`src/hdl/kps_pkg.sv`:
```
// kps_pkg: shared types and constants for the matrix keypad scanner
// no dependencies; imported by every module of the block
package kps_pkg;

  localparam int unsigned MAP_DEPTH  = 64;
  localparam int unsigned MAP_AW     = $clog2(MAP_DEPTH);
  localparam int unsigned BM_W       = 32;
  localparam int unsigned COL_W      = 4;
  localparam int unsigned CFG_IDX_W  = 1;
  localparam int unsigned CFG_DATA_W = 8;

  // scan column code for the phase with every column high
  localparam logic [COL_W-1:0] ALL_HIGH_PHASE = 4'd8;
  localparam logic [7:0]       SPACE_CHAR     = 8'h20;
  localparam logic [7:0]       ALL_HIGH_DRIVE = 8'hFF;

  typedef enum logic [CFG_IDX_W-1:0] {
    REG_ENABLE = 1'b0,
    REG_SETTLE = 1'b1
  } cfg_reg_t;

  typedef enum logic [1:0] {
    KEY_NONE   = 2'd0,
    KEY_SINGLE = 2'd1,
    KEY_MANY   = 2'd2
  } key_status_t;

  localparam logic REQ_TICK = 1'b0;
  localparam logic REQ_LOAD = 1'b1;

  // result of one beat out of the scan stage
  typedef struct packed {
    logic [7:0]        drive;
    logic              done;
    logic              changed;
    logic [BM_W-1:0]   bitmap;
    key_status_t       status;
    logic [MAP_AW-1:0] char_addr;
  } scan_res_t;

endpackage

```
`src/hdl/matrix_keypad_scanner.sv`:
```
// matrix keypad scanner: tick-driven 8x8 column scan with keymap decode
// pipeline: an accepted input beat is registered in stage b, then in the output register
// throughput: one beat per cycle while the output register is not stalled
// reset: sequencer returns to the all-high phase, bitmaps clear, the keymap
// reads as spaces at once through per-entry written flags (no clearing pass)
module matrix_keypad_scanner import kps_pkg::*; #(
  parameter int unsigned ROWS        = 8,
  parameter int unsigned COLS        = 8,
  parameter int unsigned BITMAP_KEYS = 32
) (
  input  logic                  clk,
  input  logic                  rst,
  input  logic                  cfg_wr_en,
  input  logic [CFG_IDX_W-1:0]  cfg_index,
  input  logic [CFG_DATA_W-1:0] cfg_data,
  input  logic                  in_valid,
  output logic                  in_stall,
  input  logic                  req_type,
  input  logic [7:0]            row_lines,
  input  logic [5:0]            map_index,
  input  logic [7:0]            map_char,
  output logic                  out_valid,
  input  logic                  out_stall,
  output logic [7:0]            col_drive,
  output logic                  scan_done,
  output logic [31:0]           key_bitmap,
  output logic [1:0]            key_status,
  output logic [7:0]            pressed_char,
  output logic                  bitmap_changed
);

  logic      accept;
  logic      b_valid;
  logic      b_move;
  scan_res_t res;
  scan_res_t b_res;
  logic [7:0] km_data;
  logic [7:0] b_char;

  // handshake: stage b moves on when the output register is free or taken
  assign b_move   = b_valid && (!out_valid || !out_stall);
  assign in_stall = b_valid && !b_move;
  assign accept   = in_valid && !in_stall;

  kps_scan #(
    .ROWS        (ROWS),
    .COLS        (COLS),
    .BITMAP_KEYS (BITMAP_KEYS)
  ) u_scan (
    .clk       (clk),
    .rst       (rst),
    .cfg_wr_en (cfg_wr_en),
    .cfg_index (cfg_index),
    .cfg_data  (cfg_data),
    .step      (accept),
    .req_type  (req_type),
    .row_lines (row_lines),
    .res       (res)
  );

  kps_keymap u_keymap (
    .clk     (clk),
    .rst     (rst),
    .wr_en   (accept && (req_type == REQ_LOAD)),
    .wr_addr (map_index),
    .wr_data (map_char),
    .rd_en   (accept),
    .rd_addr (res.char_addr),
    .rd_data (km_data)
  );

  // stage b: scan result waiting on the keymap read
  always_ff @(posedge clk) begin
    if (rst) begin
      b_valid <= 1'b0;
    end else if (accept) begin
      b_valid <= 1'b1;
    end else if (b_move) begin
      b_valid <= 1'b0;
    end
  end

  always_ff @(posedge clk) begin
    if (accept) begin
      b_res <= res;
    end
  end

  assign b_char = (b_res.status == KEY_SINGLE) ? km_data : 8'd0;

  // output register
  always_ff @(posedge clk) begin
    if (rst) begin
      out_valid <= 1'b0;
    end else if (b_move) begin
      out_valid <= 1'b1;
    end else if (!out_stall) begin
      out_valid <= 1'b0;
    end
  end

  always_ff @(posedge clk) begin
    if (b_move) begin
      col_drive      <= b_res.drive;
      scan_done      <= b_res.done;
      key_bitmap     <= b_res.bitmap;
      key_status     <= b_res.status;
      pressed_char   <= b_char;
      bitmap_changed <= b_res.changed;
    end
  end

endmodule

```
`src/hdl/kps_keymap.sv`:
```
// kps_keymap: 64-entry keymap memory, one write and one registered read port
// depends on kps_pkg; unwritten entries read as space via per-entry valid bits
module kps_keymap import kps_pkg::*; (
  input  logic              clk,
  input  logic              rst,
  input  logic              wr_en,
  input  logic [MAP_AW-1:0] wr_addr,
  input  logic [7:0]        wr_data,
  input  logic              rd_en,
  input  logic [MAP_AW-1:0] rd_addr,
  output logic [7:0]        rd_data
);

  logic [7:0]           mem [MAP_DEPTH];
  logic [MAP_DEPTH-1:0] written;
  logic [7:0]           rd_raw;
  logic                 rd_written;
  logic                 fwd_hit;
  logic [7:0]           fwd_data;

  // memory array, write then registered read
  always_ff @(posedge clk) begin
    if (wr_en) begin
      mem[wr_addr] <= wr_data;
    end
    if (rd_en) begin
      rd_raw <= mem[rd_addr];
    end
  end

  // written flags, cleared by reset so the map starts as spaces
  always_ff @(posedge clk) begin
    if (rst) begin
      written <= '0;
    end else if (wr_en) begin
      written[wr_addr] <= 1'b1;
    end
  end

  // read-during-write forwarding and flag capture
  always_ff @(posedge clk) begin
    if (rst) begin
      fwd_hit    <= 1'b0;
      rd_written <= 1'b0;
    end else if (rd_en) begin
      fwd_hit    <= wr_en && (wr_addr == rd_addr);
      rd_written <= written[rd_addr];
    end
  end

  always_ff @(posedge clk) begin
    if (rd_en) begin
      fwd_data <= wr_data;
    end
  end

  // read data select
  assign rd_data = fwd_hit ? fwd_data : (rd_written ? rd_raw : SPACE_CHAR);

endmodule

```
`src/hdl/kps_scan.sv`:
```
// kps_scan: configuration registers, column sequencer and bitmap build/publish
// depends on kps_pkg; hands a scan_res_t to the top level each accepted beat
module kps_scan import kps_pkg::*; #(
  parameter int unsigned ROWS        = 8,
  parameter int unsigned COLS        = 8,
  parameter int unsigned BITMAP_KEYS = 32
) (
  input  logic                  clk,
  input  logic                  rst,
  input  logic                  cfg_wr_en,
  input  logic [CFG_IDX_W-1:0]  cfg_index,
  input  logic [CFG_DATA_W-1:0] cfg_data,
  input  logic                  step,
  input  logic                  req_type,
  input  logic [7:0]            row_lines,
  output scan_res_t             res
);

  logic             enable;
  logic [7:0]       settle_ticks;
  logic [COL_W-1:0] scan_column, scan_column_next;
  logic [7:0]       settle_count, settle_count_next;
  logic [BM_W-1:0]  partial_bitmap, partial_bitmap_next;
  logic [BM_W-1:0]  published_bitmap, published_bitmap_next;

  logic [7:0]       need;
  logic [8:0]       cnt_inc;
  logic [4:0]       col_inc;
  logic [BM_W-1:0]  sampled;
  logic             done;
  logic             changed;
  logic [BM_W-1:0]  bm;
  logic [BM_W-1:0]  bm_dec;
  logic [MAP_AW-1:0] addr;

  // configuration registers
  always_ff @(posedge clk) begin
    if (rst) begin
      enable       <= 1'b0;
      settle_ticks <= 8'd2;
    end else if (cfg_wr_en) begin
      unique case (cfg_index)
        REG_ENABLE: enable       <= cfg_data[0];
        REG_SETTLE: settle_ticks <= cfg_data[7:0];
        default:    ;
      endcase
    end
  end

  // row sample merged into the partial bitmap
  always_comb begin
    int idx;
    sampled = partial_bitmap;
    for (int r = 0; r < 8; r++) begin
      idx = r * int'(COLS) + int'(scan_column);
      if (r < int'(ROWS) && !row_lines[r] && idx < int'(BITMAP_KEYS) && idx < int'(BM_W))
        sampled[idx[4:0]] = 1'b1;
    end
  end

  assign need    = (settle_ticks == 8'd0) ? 8'd1 : settle_ticks;
  assign cnt_inc = {1'b0, settle_count} + 9'd1;
  assign col_inc = {1'b0, scan_column} + 5'd1;

  // sequencer next state
  always_comb begin
    scan_column_next      = scan_column;
    settle_count_next     = settle_count;
    partial_bitmap_next   = partial_bitmap;
    published_bitmap_next = published_bitmap;
    done                  = 1'b0;
    changed               = 1'b0;
    if (req_type == REQ_TICK) begin
      if (!enable) begin
        scan_column_next    = ALL_HIGH_PHASE;
        settle_count_next   = 8'd0;
        partial_bitmap_next = '0;
      end else if (cnt_inc >= {1'b0, need}) begin
        settle_count_next = 8'd0;
        if (scan_column >= COL_W'(COLS)) begin
          scan_column_next    = '0;
          partial_bitmap_next = '0;
        end else if (col_inc >= 5'(COLS)) begin
          changed               = (sampled != published_bitmap);
          published_bitmap_next = sampled;
          partial_bitmap_next   = '0;
          scan_column_next      = ALL_HIGH_PHASE;
          done                  = 1'b1;
        end else begin
          partial_bitmap_next = sampled;
          scan_column_next    = col_inc[COL_W-1:0];
        end
      end else begin
        settle_count_next = cnt_inc[7:0];
      end
    end
  end

  // sequencer state
  always_ff @(posedge clk) begin
    if (rst) begin
      scan_column      <= ALL_HIGH_PHASE;
      settle_count     <= 8'd0;
      partial_bitmap   <= '0;
      published_bitmap <= '0;
    end else if (step) begin
      scan_column      <= scan_column_next;
      settle_count     <= settle_count_next;
      partial_bitmap   <= partial_bitmap_next;
      published_bitmap <= published_bitmap_next;
    end
  end

  // decode of the bitmap shown with this beat
  assign bm     = enable ? published_bitmap_next : '0;
  assign bm_dec = bm & (bm - BM_W'(1));

  always_comb begin
    addr = '0;
    for (int i = 0; i < int'(BM_W); i++) begin
      if (bm[i])
        addr = addr | MAP_AW'(i);
    end
  end

  always_comb begin
    res.bitmap    = bm;
    res.char_addr = addr;
    res.done      = enable && done;
    res.changed   = enable && changed;
    if (!enable || scan_column >= COL_W'(COLS) || scan_column >= ALL_HIGH_PHASE)
      res.drive = ALL_HIGH_DRIVE;
    else
      res.drive = ~(8'd1 << scan_column[2:0]);
    if (bm == '0)
      res.status = KEY_NONE;
    else if (bm_dec == '0)
      res.status = KEY_SINGLE;
    else
      res.status = KEY_MANY;
  end

endmodule

```
`config.mk`:
```
export PLATFORM = sky130hd
export DESIGN_NAME = matrix_keypad_scanner
export DESIGN_NICKNAME = d
export VERILOG_FILES = /design/src/hdl/kps_pkg.sv /design/src/hdl/matrix_keypad_scanner.sv /design/src/hdl/kps_keymap.sv /design/src/hdl/kps_scan.sv
export SDC_FILE = /design/constraint.sdc
export NUM_CORES = 1
export LEC_CHECK = 0
export ABC_AREA = 0
export BUFFER_PORTS_ARGS = -buffer_cell sky130_fd_sc_hd__buf_4
export CORE_MARGIN = 1
export CORE_UTILIZATION = 55
export DETAILED_ROUTE_END_ITERATION = 8
export GPL_ROUTABILITY_DRIVEN = 0
export HOLD_SLACK_MARGIN = 0.03
export PLACE_DENSITY = 0.74
export SYNTH_ARGS = -nofsm -noshare
export SYNTH_HDL_FRONTEND = slang
export SYNTH_SLANG_ARGS = --single-unit
```
`constraint.sdc`:
```
create_clock -name clk -period 5.81 [get_ports clk]
set_input_delay 0.2905 -clock clk [delete_from_list [all_inputs] [get_ports clk]]
set_output_delay 0.2905 -clock clk [all_outputs]
set_load 0.02 [all_outputs]
```
==> results of run 1 <==
==> worst max-delay path, delay by kind of cell (launching register included) <==
kind	cells	cell delay, ns
AO/OA/AOI/OAI	4	0.96
flip-flops	1	0.43
XOR/XNOR	1	0.10
adder cells (fa/ha/maj)	2	0.53
AND/OR/NAND/NOR	7	2.06
buffers and inverters	3	0.88
==> final timing paths <==
path | from | slack [ns] | to
hold reg to reg | b_res[13] | 0.42 | key_bitmap[5]
hold / removal | rst | 0.06 | u_scan.settle_ticks[3]
setup / recovery | u_scan.settle_count[0] | 0.45 | u_keymap.rd_raw[2]
setup reg to reg | u_scan.settle_count[0] | 0.45 | u_keymap.rd_raw[2]
==> flip-flops by register name (all words and copies together), names as in the netlist, 32 cells and up <==
register                 cells
u_keymap.mem               256
b_res                       44
key_bitmap                  32
u_keymap.written            32
u_scan.partial_bitmap       32
u_scan.published_bitmap     32
==> cells in the mapped netlist, drive strengths merged, types with 30 or more instances <==
master	n
dfxtp	121
a211oi	115
nand2	180
edfxtp	368
nand3	37
a311oi	61
buf	45
and2	53
a21oi	93
nor2	226
inv	30
mux2i	55
nor3	71
clkbuf	78
==> area by class of cell <==
| type | instances | area [µm²] |
|---|---|---|
| multi-input cells | 1153 | 6930 |
| diodes | 1 | 2.50 |
| repair buffers | 149 | 1190 |
| flip-flops and latches | 489 | 13500 |
| clock inverters | 26 | 282 |
| inverters | 31 | 116 |
| fillers | 2966 | 13700 |
| well taps | 511 | 639 |
| clock buffers | 62 | 1320 |
==> cells in the final DEF, fill, tap and decap left out, drive strengths merged, types with 8 or more instances in the layout <==
cell         instances
o211ai              12
xnor2               19
nor2b                8
buf                130
dfxtp              121
dlygate4sd3         19
a221oi               8
mux2i               55
o21ai               21
clkinv              18
a311oi              61
a22oi                8
xor2                23
edfxtp             368
a211oi             115
nor3                71
clkbuf              62
nand2              180
nand4               16
inv                 30
ha                  15
nor2               226
a21oi               93
and2                53
a31oi               16
nand3               37
nor4                26
==> cell families after synthesis <==
group / Yosys count / synth area share
AOI/OAI and AO/OA: 383 / 0.131
DFF: 489 / 0.641
and+or+nand+nor: 656 / 0.143
adders and majority gates: 16 / 0.00940
buffers and inverters: 154 / 0.0320
muxes: 56 / 0.0267
xor gates and xnor gates: 42 / 0.0175
==> where the power goes <==
| group | total [mW] | internal, mW | leakage, nW | switching (mW) |
|---|---|---|---|---|
| logic | 0.237 | 0.0671 | 2.92 | 0.170 |
| registers | 3.81 | 3.79 | 4.33 | 0.0151 |
| clock network | 3.15 | 1.86 | 0.783 | 1.29 |
| total | 7.19 | 5.72 | 8.04 | 1.47 |
==> metal layers <==
metal	vias up	wire (µm)	track usage
met4	0	1490	0.0890
met2	753	23400	0.413
met5	-	0	0
met3	135	5090	0.0621
met1	7283	21800	0.370
li1	6908	-	-
==> metrics.md, run 1 <==
| Metric | Value |
|---|---|
| Result of the run | complete, no violations |
| Drt wl/cell | 21.4 µm |
| Slew @ Worst Pin | 1.26 ns |
| CTS tree | built |
| Remaining global-route overflow | 0 |
| RSZ-0062 raised after global routing | no |
| Register area share after synthesis | 0.641 |
| Setup TNS | 0 ns |
| Io pins | 91 |
| Share of cells above drive strength 1 | 0.118 |
| Fmax | 187 MHz |
| Vias in the first global route | 14246 |
| Post-layout minimum cycle time | 5.36 ns |
| Synth Cell Area | 21000 µm² |
| Initial Utilization | 0.558 |
| CP arrival | 5.65 ns |
| Remaining antenna violation count after routing | 0 |
| Pre-CTS setup slack | 0.706 ns |
| Design area | 23900 µm² |
| # DRC | 0 |
| Final Util | 0.636 |
| Leakage | 8.04 nW |
| Global router's overall resource usage | 0.266 |
| Clock Skew | 0.0132 ns |
| Slowest cell delay on critical path | 0.78 ns |
| Final WL | 51800 µm |
| Cell Pwr Density | 300 nW/µm² |
| DP Wirelength | 32600 µm |
| Post-synth ARST share | 0 |
| Hold path cells | 2 |
| Largest area contributor in the netlist | edfxtp_1 |
| Setup violators final | 0 |
| Clock buffer depth | 3 |
| Final Non-Filler Cells | 2422 |
| Final #Nets | 1924 |
| CP cell instances | ha_1, nand3_1, nor2_1, xor2_1, ha_1, nand4_1, o211ai_1, nand2_1, buf_4, nor4_1, o311ai_4, buf_12, buf_4, a211oi_1, a311oi_1, nor3_1, nor4_1 |
| EDFF count, synth | 368 |
| Placed insts | 2314 |
| Worst setup SP type | flop |
| TritonRoute pass-1 iters | 6 |
| Cts repair resizes | 0 |
| Synth top area share | 0.526 |
| Maximum Capacitance Violations | 0 |
| Worst min-delay path class | in -> reg |
| Main synth FF type | edfxtp_1 |
| Die X | 198 µm |
| DR vias | 15079 |
| Final WS setup | 0.454 ns |
| Final hold viol count | 0 |
| Clock buffer count from CTS | 48 |
| Area grow syn2layout | 13.9% |
| YS warnings | 0 |
| Initial antenna violation count | 0 |
| Initial detailed-routing violation count | 1944 |
| Final worst-path cycle share | 0.922 |
| Power Total | 7.19 mW |
| Global-route wire length before repair | 79300 µm |
| CP Class | reg -> reg |
| Placed cell area | 22200 µm² |
| Die ar. | 39000 µm² |
| Synth cell types | 72 |
| FP Rows | 71 |
| Max transition margin | 0.156 |
| DR vias/cell | 6.23 |
| Post-CTS Setup Bufs | 0 |
| Core ar. | 37700 µm² |
| Syn Inst Count | 1796 |
| Register bit total from synthesis | 489 |
| CP max stage cell | nor4_1 |
| Clk sinks | 489 |
| Clock transition at path regs | 0.06 ns |
| Worst r2r path cells | 17 |
| Root Buffer | clkbuf_16 |
| Worst EP required | 6.10 ns |
| Final Max Slew Viols | 0 |
| Number of H-tree levels | 2 |
| Syn_nets | 1848 |
| Worst-case vdd ir drop | 0.251 mV |
| Final hold slack | 0.0607 ns |
| Mean post-synth cell area | 11.7 µm² |
| CP Capture Type | flop |
| Largest net degree at the start of global routing | 98 |
| Worst-Skew Late Latency | 0.58 ns |
| Leading post-synthesis cells by cell area | edfxtp_1 (53%), dfxtp_1 (12%), a211oi_1 (4.1%), nor2_1 (4.0%), nand2_1 (3.2%) |
| Die Span Y | 198 µm |
| Port Buffer Count | 86 |
| Crit path max fanout | 90 |
| Cts hold-fix bufs | 19 |
No activity file was read; power rests on OpenSTA's default activity.
==> run 2, diff against run 1 <==
--- a/config.mk
+++ b/config.mk
@@ -7,6 +7,7 @@
 export LEC_CHECK = 0
 export ABC_AREA = 0
 export BUFFER_PORTS_ARGS = -buffer_cell sky130_fd_sc_hd__buf_4
+export CORE_ASPECT_RATIO = 0.9
 export CORE_MARGIN = 1
 export CORE_UTILIZATION = 55
 export DETAILED_ROUTE_END_ITERATION = 8
==> constraint.sdc (replaced) <==
create_clock -name clk -period 5.81 [get_ports clk]
set_input_delay 0.2905 -clock clk [delete_from_list [all_inputs] [get_ports clk]]
set_output_delay 0.2905 -clock clk [all_outputs]
set_load 0.05 [all_outputs]
==> run 2 against run 1 <==
  * Clock skew is 0.0034 ns lower
  * Sequential share of layout area hardly changed
  * Flip-flop and latch count stayed put
  * Critical path type unchanged
  * Highest routed layer is now met5
==> metrics.md, run 2 (synthesis gave the netlist of run 1 again) <==
| Metric | Value |
|---|---|
| Initial Utilization | 0.561 |
| N_diodes | 0 |
| Area grow syn2layout | 13.9% |
| Final hold slack | 0.0736 ns |
| Root Buffer | clkbuf_16 |
| Power Total | 7.19 mW |
| Share of cells above drive strength 1 | 0.120 |
| Worst-case vdd ir drop | 0.240 mV |
| Number of H-tree levels | 2 |
| Result of the run | complete, no violations |
| RSZ-0062 raised after global routing | no |
| Final Non-Filler Cells | 2398 |
| DP Wirelength | 33000 µm |
| Maximum Capacitance Violations | 0 |
| Fmax | 183 MHz |
| # DRC | 0 |
| Die Span Y | 187 µm |
| Leakage | 8.05 nW |
| Post-layout minimum cycle time | 5.47 ns |
| Global-route wire length before repair | 80400 µm |
| Remaining global-route overflow | 0 |
| DR vias/cell | 6.28 |
| Setup TNS | 0 ns |
| TritonRoute pass-1 iters | 7 |
| Clock transition at path regs | 0.06 ns |
| Clk sinks | 489 |
| Highest-count cells in the layout ignoring fill and taps | edfxtp_1 (368), nor2_1 (225), nand2_1 (180) |
| Setup violators final | 0 |
| Die X | 208 µm |
| Placed insts | 2289 |
| Largest register by flop count | u_keymap.mem |
| Io pins | 91 |
| Clock buffer count from CTS | 49 |
| Cell Pwr Density | 300 nW/µm² |
| Drt wl/cell | 21.7 µm |
| Worst setup SP type | flop |
| Worst flop-to-flop path startpoint | u_scan.settle_count[0] |
| Port Buffer Count | 86 |
| Final worst-path cycle share | 0.942 |
| Final WL | 52000 µm |
| Largest regs | u_keymap.mem: 256 flops, b_res: 44 flops |
| Worst EP required | 6.10 ns |
| Die ar. | 39000 µm² |
| DR vias | 15059 |
| Hold path start | cfg_wr_en |
| Most common cell after layout, fill and taps aside | edfxtp_1 |
| Final Util | 0.639 |
| Worst-Skew Late Latency | 0.58 ns |
| Core ar. | 37500 µm² |
| Clock buffer depth | 3 |
| Clock Skew | 0.00982 ns |
| Largest net degree at the start of global routing | 105 |
| Worst min-delay path class | in -> reg |
| CP Class | reg -> reg |
| FP Rows | 67 |
| Initial antenna violation count | 1 |
| CTS tree | built |
| Final hold viol count | 0 |
| CP Launch Point | u_scan.settle_count[0] |
| Max transition margin | 0.178 |
| Crit path max fanout | 17 |
| CP Capture Type | flop |
| Final #Nets | 1927 |
| Cts repair resizes | 0 |
| CP arrival | 5.77 ns |
| Initial detailed-routing violation count | 1942 |
| Vias in the first global route | 14074 |
| Global router's overall resource usage | 0.266 |
| Remaining antenna violation count after routing | 0 |
| Final Max Slew Viols | 0 |
| Largest register FFs | 256 |
| Slew @ Worst Pin | 1.20 ns |
==> run 2: per-stage QoR <==
step	setup WS, ns	area (µm²)
floorplan	0.941	21000
detailed placement	0.534	22200
CTS	0.518	24000
global placement	0.782	22200
global route	0.132	24000
finish	0.338	24000
==> run 2: layout make-up <==
type | count | area (µm²)
inverters | 31 | 116
well taps | 483 | 604
fillers | 2801 | 13500
repair buffers | 151 | 1240
clock inverters | 27 | 255
clock buffers | 64 | 1330
multi-input cells | 1153 | 6930
flip-flops and latches | 489 | 13500
==> run 2: timing repair <==
action,CTS,global route
hold endpoints to repair,19,0
setup endpoints to repair,0,0
setup buffers,0,0
hold buffers,18,0
==> run 2: path summary, 6_finish.rpt <==
kind	endpoint	slack, ns	cells past startpoint
min reg2reg	key_bitmap[18]	0.42	0
max	u_keymap.rd_raw[7]	0.34	17
max reg2reg	u_keymap.rd_raw[7]	0.34	17
min	u_scan.settle_ticks[4]	0.07	3
==> run 2: worst max-delay path, cell delays in order, from the launching register on <==
cell and delay [ns]:
dfxtp_1 0.42, ha_1 0.23, nand3_1 0.20, nor2_1 0.21, xor2_1 0.22, ha_1 0.29
a21oi_1 0.13, o21a_1 0.17, o211ai_1 0.18, nand2_1 0.17, inv_2 0.15, o221ai_1 0.43
inv_1 0.26, nor3_1 0.42, nand2_1 0.58, buf_4 0.38, a311oi_1 0.57, nor4_1 0.15
==> run 2: power by group <==
| group | internal (mW) | switching [mW] |
|---|---|---|
| Clock | 1.80 | 1.32 |
| Sequential | 3.79 | 0.0152 |
| Combinational | 0.0669 | 0.197 |
| Total | 5.66 | 1.53 |
==> run 2: per-layer routing <==
metal | wire length, µm | part of all wire | global-route usage | vias up
li1 | - | - | - | 6900
met3 | 5260 | 0.10 | 0.0482 | 115
met1 | 22100 | 0.42 | 0.391 | 7215
met2 | 23400 | 0.45 | 0.400 | 827
met4 | 1270 | 0.024 | 0.0869 | 2
met5 | 13 | 0.00025 | 0 | -
